$ cat src/sv/acg_pkg.sv
// shared constants, codes and command/status types for the greedy class assigner
// no dependencies
package acg_pkg;

  localparam int MAX_CELLS   = 4096;
  localparam int MAX_CLASSES = 8;
  localparam int CELL_W      = $clog2(MAX_CELLS);
  localparam int CNT_W       = $clog2(MAX_CELLS + 1);
  localparam int CLASS_W     = $clog2(MAX_CLASSES);
  localparam int CCNT_W      = $clog2(MAX_CLASSES + 1);
  localparam int ID_W        = 31;
  localparam int CHANCE_W    = 32;

  localparam logic [1:0] OP_SET_CLASS   = 2'd0;
  localparam logic [1:0] OP_LOAD_CHANCE = 2'd1;
  localparam logic [1:0] OP_RUN         = 2'd2;
  localparam logic [1:0] OP_READ        = 2'd3;

  localparam logic [3:0] CMD_NOP       = 4'd0;
  localparam logic [3:0] CMD_SET       = 4'd1;
  localparam logic [3:0] CMD_LOAD      = 4'd2;
  localparam logic [3:0] CMD_RUN_START = 4'd3;
  localparam logic [3:0] CMD_READ      = 4'd4;
  localparam logic [3:0] CMD_OUT_LOAD  = 4'd5;
  localparam logic [3:0] CMD_PREP_RD   = 4'd6;
  localparam logic [3:0] CMD_PREP_ACC  = 4'd7;
  localparam logic [3:0] CMD_PREP_WR   = 4'd8;
  localparam logic [3:0] CMD_SEL_INIT  = 4'd9;
  localparam logic [3:0] CMD_LRD       = 4'd10;
  localparam logic [3:0] CMD_CRD       = 4'd11;
  localparam logic [3:0] CMD_CMP       = 4'd12;
  localparam logic [3:0] CMD_ASSIGN    = 4'd13;
  localparam logic [3:0] CMD_SWAP1     = 4'd14;
  localparam logic [3:0] CMD_SWAP2     = 4'd15;

  typedef struct packed {
    logic [3:0] code;
  } acg_cmd_t;

  typedef struct packed {
    logic out_free;
    logic k_last;
    logic c_last;
    logic p_last;
    logic k_max;
    logic active_k;
    logic sel_done;
  } acg_stat_t;

endpackage

$ cat src/sv/acg_ctrl.sv
// sequencer for load, read and greedy assignment run
// depends on acg_pkg
module acg_ctrl (
  input  logic               clk,
  input  logic               rst_n,
  input  logic               in_valid,
  input  logic [1:0]         in_op,
  input  logic [12:0]        in_cell_count,
  output logic               in_ready,
  input  acg_pkg::acg_stat_t stat,
  output acg_pkg::acg_cmd_t  cmd
);
  import acg_pkg::*;

  localparam logic [3:0] S_IDLE     = 4'd0;
  localparam logic [3:0] S_RDATA    = 4'd1;
  localparam logic [3:0] S_PREP_RD  = 4'd2;
  localparam logic [3:0] S_PREP_ACC = 4'd3;
  localparam logic [3:0] S_PREP_WR  = 4'd4;
  localparam logic [3:0] S_SEL_INIT = 4'd5;
  localparam logic [3:0] S_LRD      = 4'd6;
  localparam logic [3:0] S_CRD      = 4'd7;
  localparam logic [3:0] S_CMP      = 4'd8;
  localparam logic [3:0] S_ASSIGN   = 4'd9;
  localparam logic [3:0] S_SWAP1    = 4'd10;
  localparam logic [3:0] S_SWAP2    = 4'd11;

  logic [3:0] state_r, state_nxt;

  assign in_ready = (state_r == S_IDLE);

  always_comb begin
    state_nxt = state_r;
    cmd.code  = CMD_NOP;
    case (state_r)
      S_IDLE: begin
        if (in_valid) begin
          case (in_op)
            OP_SET_CLASS:   cmd.code = CMD_SET;
            OP_LOAD_CHANCE: cmd.code = CMD_LOAD;
            OP_RUN: begin
              cmd.code = CMD_RUN_START;
              if (in_cell_count != '0) state_nxt = S_PREP_RD;
            end
            default: begin
              cmd.code  = CMD_READ;
              state_nxt = S_RDATA;
            end
          endcase
        end
      end
      S_RDATA: begin
        if (stat.out_free) begin
          cmd.code  = CMD_OUT_LOAD;
          state_nxt = S_IDLE;
        end
      end
      S_PREP_RD: begin
        cmd.code  = CMD_PREP_RD;
        state_nxt = S_PREP_ACC;
      end
      S_PREP_ACC: begin
        cmd.code  = CMD_PREP_ACC;
        state_nxt = stat.k_last ? S_PREP_WR : S_PREP_RD;
      end
      S_PREP_WR: begin
        cmd.code  = CMD_PREP_WR;
        state_nxt = stat.c_last ? S_SEL_INIT : S_PREP_RD;
      end
      S_SEL_INIT: begin
        cmd.code  = CMD_SEL_INIT;
        state_nxt = stat.sel_done ? S_IDLE : S_LRD;
      end
      S_LRD: begin
        cmd.code = CMD_LRD;
        if (!stat.active_k) state_nxt = stat.k_max ? S_ASSIGN : S_LRD;
        else                state_nxt = S_CRD;
      end
      S_CRD: begin
        cmd.code  = CMD_CRD;
        state_nxt = S_CMP;
      end
      S_CMP: begin
        cmd.code  = CMD_CMP;
        state_nxt = (stat.p_last && stat.k_max) ? S_ASSIGN : S_LRD;
      end
      S_ASSIGN: begin
        cmd.code  = CMD_ASSIGN;
        state_nxt = S_SWAP1;
      end
      S_SWAP1: begin
        cmd.code  = CMD_SWAP1;
        state_nxt = S_SWAP2;
      end
      S_SWAP2: begin
        cmd.code  = CMD_SWAP2;
        state_nxt = S_SEL_INIT;
      end
      default: state_nxt = S_IDLE;
    endcase
  end

  always_ff @(posedge clk) begin
    if (!rst_n) state_r <= S_IDLE;
    else        state_r <= state_nxt;
  end

endmodule

$ cat config.mk
export PLATFORM = sky130hd
export DESIGN_NAME = acg_ctrl
export DESIGN_NICKNAME = d
export VERILOG_FILES = /design/src/sv/acg_pkg.sv /design/src/sv/acg_ctrl.sv
export SDC_FILE = /design/constraint.sdc
export NUM_CORES = 1
export LEC_CHECK = 0
export CAP_MARGIN = 0
export CORE_MARGIN = 2
export CORE_UTILIZATION = 50
export CTS_BUF_LIST = sky130_fd_sc_hd__clkbuf_4 sky130_fd_sc_hd__clkbuf_8
export CTS_CLUSTER_SIZE = 24
export DETAILED_ROUTE_END_ITERATION = 12
export DONT_BUFFER_PORTS = 1
export PLACE_DENSITY = 0.72
export SKIP_LAST_GASP = 1
export SYNTH_ARGS = -nofsm -noshare
export SYNTH_HDL_FRONTEND = slang
export SYNTH_SLANG_ARGS = --single-unit
$ cat constraint.sdc
create_clock -name clk -period 2.82 [get_ports clk]
set_input_delay 0.282 -clock clk [delete_from_list [all_inputs] [get_ports clk]]
set_output_delay 0.282 -clock clk [all_outputs]
set_load 0.03 [all_outputs]
==> flow_summary.ini, run 1 <==
[status]
status = complete, no violations

[setup_path]
critPathMaxFanout = 12
crit_type = flop to output port
critPathLaunchType = flop
cp.required_ns = 2.54
cp_slowest_stage_delay_ns = 0.50
crit_buf_inv = 2
worst_setup_path_end_kind = output port
crit_family = simple AND/OR/NAND/NOR gates
path_cells = inv_1, ha_1, nor3b_1, nand3_1, a21oi_1, buf_4
arrival_ns = 2.05
crit_slowest_cell = nor3b_1

[clock_tree]
tritoncts = done
ctsHoldBuffers = 0
clk_latency_ns = 0.25
cts-root-buf = clkbuf_4
clk_pin_slew_ns = 0.04
clk_path_buf_depth = 2
cts-htree-levels = 1
cts_num_sinks = 4
cts-resized-gates = 0
postCtsSetupRepairBufs = 0
numCtsBuffers = 3

[yosys]
synth_cell_types = 36
synth_cells = 91
synthXorXnorAreaFrac_pct = 0
synth_adder_area_share_pct = 16.5
synthSimpleGateAreaFrac_pct = 30.5
syn-cell-area_sq_um = 682
synth_warnings = 0
synth_compound_area_share_pct = 31.7
synth_top_family_by_area = compound AO/OA/AOI/OAI gates
ys_seq_area_share_pct = 11.7
synthMuxAreaShare_pct = 1.65
syn-num-nets = 125
synth.avg_cell_area_sq_um = 7.49
synth_seq_cells = 4

[route]
vias = 686
firstDrtPassIters = 4
wl_per_cell_microns = 14.9
antenna_left = 0
avgViaCountPerCell = 6.41
drcViolationCount = 0
drt_wl_total_mm = 1.59
drt_iter0_drc = 10

[pwr]
p_comb_share_pct = 41.8
leakagePower_nw = 0.298
p_seq_share_pct = 28.8
ir_drop_mv = 0.261
p_sw_share_pct = 39.9
pwr_density_cell_mw_per_mm2 = 357
power.internal_mw = 0.155
clkPwrFrac_pct = 29.5
switching_power_mw = 0.103

[finish]
reg.largest.list = state_r x4
largest_reg_flops = 4
drive_above_1_share_pct = 13.0
antenna_cells = 0
stdcell_area_sq_um = 722
fillers = 133
layout.nets = 128
area_growth_pct = 5.87
top_register = state_r

[floorplan]
initial_core_util_pct = 53.1
chipWidth_microns = 40.9
dieArea_sq_mm = 0.00168
die_y_microns = 40.9
core_sq_mm = 0.00128
rows = 13
ios = 30

[global_route]
grt-ovfl-total = 0
antenna_found_initial = 0
grt_pass1_wl_mm = 2.18
grt_use_total_pct = 21.0
first_global_vias = 523
grt_max_degree = 21

[flow_run]
max_cap_violations = 0

[sta]
fin_crit_sh_pct = 82.6
fmax_mhz = 429
finalSetupViolations = 0
fin_worst_skew_ns = 0.00422
min_period_ns = 2.33
drv_slew = 0
tns_ns = 0
finalHoldViolations = 0
rsz0062_at_grt = no
worst_pin_slew_ns = 0.559
maxSlewHeadroom_pct = 62.7

[place]
place_congestion = 0.809
dp_hpwl_mm = 1.24
placed_cell_area_sq_um = 699
port_buffers = 0

[worst_hold_path]
hp-class = primary input to flop
through the flow:
stage               setup slack [ns]  instances  util [%]  total power, mW  hold slack, ns
floorplan                      0.328         91         -            0.160           0.390
global placement               0.760        104      54.4            0.180           0.410
detailed placement             0.713        104      54.4            0.182           0.437
CTS                            0.517        107      56.2            0.259           0.183
global route                   0.345        107      56.2            0.270           0.185
finish                         0.491        107      56.2            0.258           0.187
worst paths after layout:
check	start	end	slack, ns	depth (start not counted)
max	state_r[2]	cmd[0]	0.49	6
min	rst_n	state_r[0]	0.19	2
max reg2reg	state_r[2]	state_r[0]	0.70	6
min reg2reg	state_r[2]	state_r[2]	0.54	2
cell families (layout without fill, tap and decap cells):
logic type | count (synthesis) | in the layout
fa+ha+maj | 9 | 9
simple gates | 35 | 35
buf+inv | 12 | 13
compound gates | 30 | 30
flops | 4 | 4
mux | 1 | 1
cells in the mapped netlist:
| cell type | number | area, sq um |
|---|---|---|
| nand3_1 | 2 | 10.0 |
| buf_6 | 1 | 11.3 |
| o21a_4 | 1 | 15.0 |
| a211oi_1 | 3 | 22.5 |
| o21ai_0 | 2 | 10.0 |
| a21boi_0 | 1 | 7.51 |
| nand2_1 | 4 | 15.0 |
| and3_1 | 2 | 12.5 |
| mux2_2 | 1 | 11.3 |
| nor2_1 | 8 | 30.0 |
| or4b_4 | 1 | 13.8 |
| nor4_1 | 3 | 18.8 |
| nor4bb_1 | 1 | 10.0 |
| dfxtp_1 | 4 | 80.1 |
| nor2b_1 | 2 | 12.5 |
| a21o_1 | 1 | 7.51 |
| a311oi_1 | 1 | 8.76 |
| or2_2 | 1 | 6.26 |
| ha_1 | 9 | 113 |
| o2111ai_1 | 2 | 17.5 |
| a2111oi_0 | 1 | 8.76 |
| nor3b_1 | 1 | 7.51 |
| and3b_1 | 1 | 8.76 |
| and4_1 | 1 | 8.76 |
| o31ai_1 | 4 | 30.0 |
| o221ai_1 | 1 | 8.76 |
| clkbuf_1 | 4 | 15.0 |
| o41ai_2 | 1 | 16.3 |
| inv_1 | 6 | 22.5 |
| nor4b_1 | 1 | 8.76 |
| buf_2 | 1 | 5.00 |
| a21oi_1 | 9 | 45.0 |
| nand2b_1 | 4 | 25.0 |
| o22ai_1 | 3 | 18.8 |
| and2_1 | 2 | 12.5 |
| nand3b_1 | 1 | 7.51 |
cell usage in the layout, fill, tap and decap left out, types with 2 or more instances in the layout:
master / instances
inv_1: 6
o22ai_1: 3
nor2_1: 8
and3_1: 2
ha_1: 9
buf_4: 4
o21ai_0: 2
dfxtp_1: 4
nor4_1: 3
o2111ai_1: 2
a21oi_1: 9
and2_1: 2
a211oi_1: 3
nand2_1: 4
nand2b_1: 4
nand3_1: 2
clkbuf_4: 3
o31ai_1: 4
nor2b_1: 2
worst reg2reg max path: stages, from the launching register on:
cell,delay (ns)
dfxtp_1,0.38
inv_1,0.10
ha_1,0.33
nor4bb_1,0.22
or4b_4,0.54
o21a_4,0.23
o31ai_1,0.24
routing by layer:
| layer | global-route usage, % | vias to the layer above | part of all wire (%) |
|---|---|---|---|
| met1 | 25.1 | 308 | 44 |
| li1 | - | 344 | - |
| met5 | 0 | - | 0 |
| met4 | 15.0 | 0 | 3.0 |
| met3 | 2.72 | 4 | 7.9 |
| met2 | 34.0 | 30 | 45 |
power by group through the flow:
stage                     registers [mW]  clock network [mW]  logic [mW]
after floorplan                   0.0623                   0      0.0976
after global placement            0.0748                   0       0.106
after detailed placement          0.0749                   0       0.107
after CTS                         0.0738              0.0770       0.108
after global routing              0.0754              0.0787       0.116
final                             0.0741              0.0759       0.108
cell type report:
class	count	area, sq um	share of cell area [%]
multi-input combinational	75	548	75.9
sequential	4	80.1	11.1
timing repair buffer	4	30.0	4.16
clock buffer	3	22.5	3.12
inverter	6	22.5	3.12
tap	15	18.8	2.60
Power figures use the tool's default switching activity.
==> inputs of run 2 (changes only) <==
clock period = 2.4 ns   (was 2.82 ns; I/O delays follow)
==> run 2 against run 1 <==
Sequential cell count unchanged. Sequential share of layout area decreased by 0.30 points. Combinational power increased by 33%. Critical path depth unchanged. Die area unchanged. Design area increased by 2.8%. Sequential power increased by 7.4%. Critical path type unchanged.
==> flow_summary.ini, run 2 (synthesis results as in run 1) <==
[status]
status = complete, no violations

[sta]
rsz0062_at_grt = no
fin_crit_sh_pct = 88.9
min_period_ns = 2.13
maxSlewHeadroom_pct = 68.1
worst_pin_slew_ns = 0.473
finalSetupViolations = 0
fin_worst_skew_ns = 0.00788
drv_slew = 0
tns_ns = 0
finalHoldViolations = 0
fmax_mhz = 469

[route]
vias = 688
wl_per_cell_microns = 14.8
drcViolationCount = 0
drt_wl_total_mm = 1.61
antenna_left = 0
avgViaCountPerCell = 6.31
drt_iter0_drc = 12
firstDrtPassIters = 4

[clock_tree]
cts-resized-gates = 0
cts-htree-levels = 1
tritoncts = done
cts-root-buf = clkbuf_4
postCtsSetupRepairBufs = 0
ctsHoldBuffers = 0
clk_latency_ns = 0.23
clk_path_buf_depth = 2
numCtsBuffers = 3
cts_num_sinks = 4
clk_pin_slew_ns = 0.04

[finish]
postLayoutCoreUtil_pct = 57.7
top_register = state_r
largest_reg_flops = 4
layout.nets = 130
area_growth_pct = 8.81
antenna_cells = 0
reg.largest.list = state_r x4
final_cell_mix = 9 x a21oi_1, 9 x ha_1, 8 x nor2_1
drive_above_1_share_pct = 16.0

[floorplan]
dieArea_sq_mm = 0.00168
die_y_microns = 40.9
rows = 13
ios = 30
chipWidth_microns = 40.9
initial_core_util_pct = 53.1
core_sq_mm = 0.00128

[global_route]
grt_pass1_wl_mm = 2.30
first_global_vias = 590
grtUsageMet3_pct = 4.35
grt_max_degree = 20
antenna_found_initial = 0
grt-ovfl-total = 0
grt_use_met2_pct = 37.5
grtUsageMet1_pct = 23.9
top_usage_layer = met2
grt_use_total_pct = 20.5

[pwr]
pwr_density_cell_mw_per_mm2 = 412
ir_drop_mv = 0.247
leakagePower_nw = 0.311

[setup_path]
worst_setup_path_end_kind = output port
crit_type = flop to output port
cp.required_ns = 2.16
critPathLaunchType = flop
arrival_ns = 1.89
critPathMaxFanout = 12

[place]
place_congestion = 0.838
port_buffers = 0
dp_hpwl_mm = 1.28

[worst_hold_path]
hp-class = primary input to flop

[flow_run]
max_cap_violations = 0
run 2: metal layers:
layer | part of all wire [%] | routed length (microns)
met5 | 0 | 0
met4 | 0.62 | 10
met3 | 8.2 | 132
met2 | 47 | 752
met1 | 45 | 718
run 2: cell type report:
class / count / area (sq um)
Clock buffer: 3 / 22.5
Tap cell: 15 / 18.8
Sequential cell: 4 / 80.1
Inverter: 6 / 22.5
Multi-Input combinational cell: 75 / 553
Timing Repair Buffer: 6 / 45.0
Fill cell: 120 / 543
run 2: through the flow:
step	cells	power, mW	setup WS (ns)	hold WS, ns	cell area (sq um)
2_1_floorplan	91	0.190	0.365	0.348	687
3_3_place_gp	106	0.221	0.423	0.376	719
3_5_place_dp	106	0.223	0.354	0.373	719
4_1_cts	109	0.307	0.293	0.136	742
5_1_grt	109	0.326	0.180	0.146	742
6_report	109	0.306	0.266	0.139	742
run 2: power by group:
part	switching (mW)	internal, mW	total [mW]
combinational	0.0830	0.0608	0.144
sequential	0.00879	0.0708	0.0796
clock	0.0267	0.0559	0.0826
total	0.119	0.187	0.306
run 2: worst max-delay path, stage by stage (launching register included):
cell	delay [ns]
dfxtp_1	0.34
inv_1	0.11
ha_1	0.37
nor3b_2	0.38
nand3_1	0.12
a21oi_1	0.16
buf_4	0.18
run 2: path summary, 6_finish.rpt:
check,from,end,slack (ns),depth (start not counted)
setup / recovery,state_r[2],cmd[1],0.27,6
hold / removal,rst_n,state_r[0],0.14,2
setup reg to reg,state_r[2],state_r[2],0.30,6
hold reg to reg,state_r[2],state_r[2],0.58,2
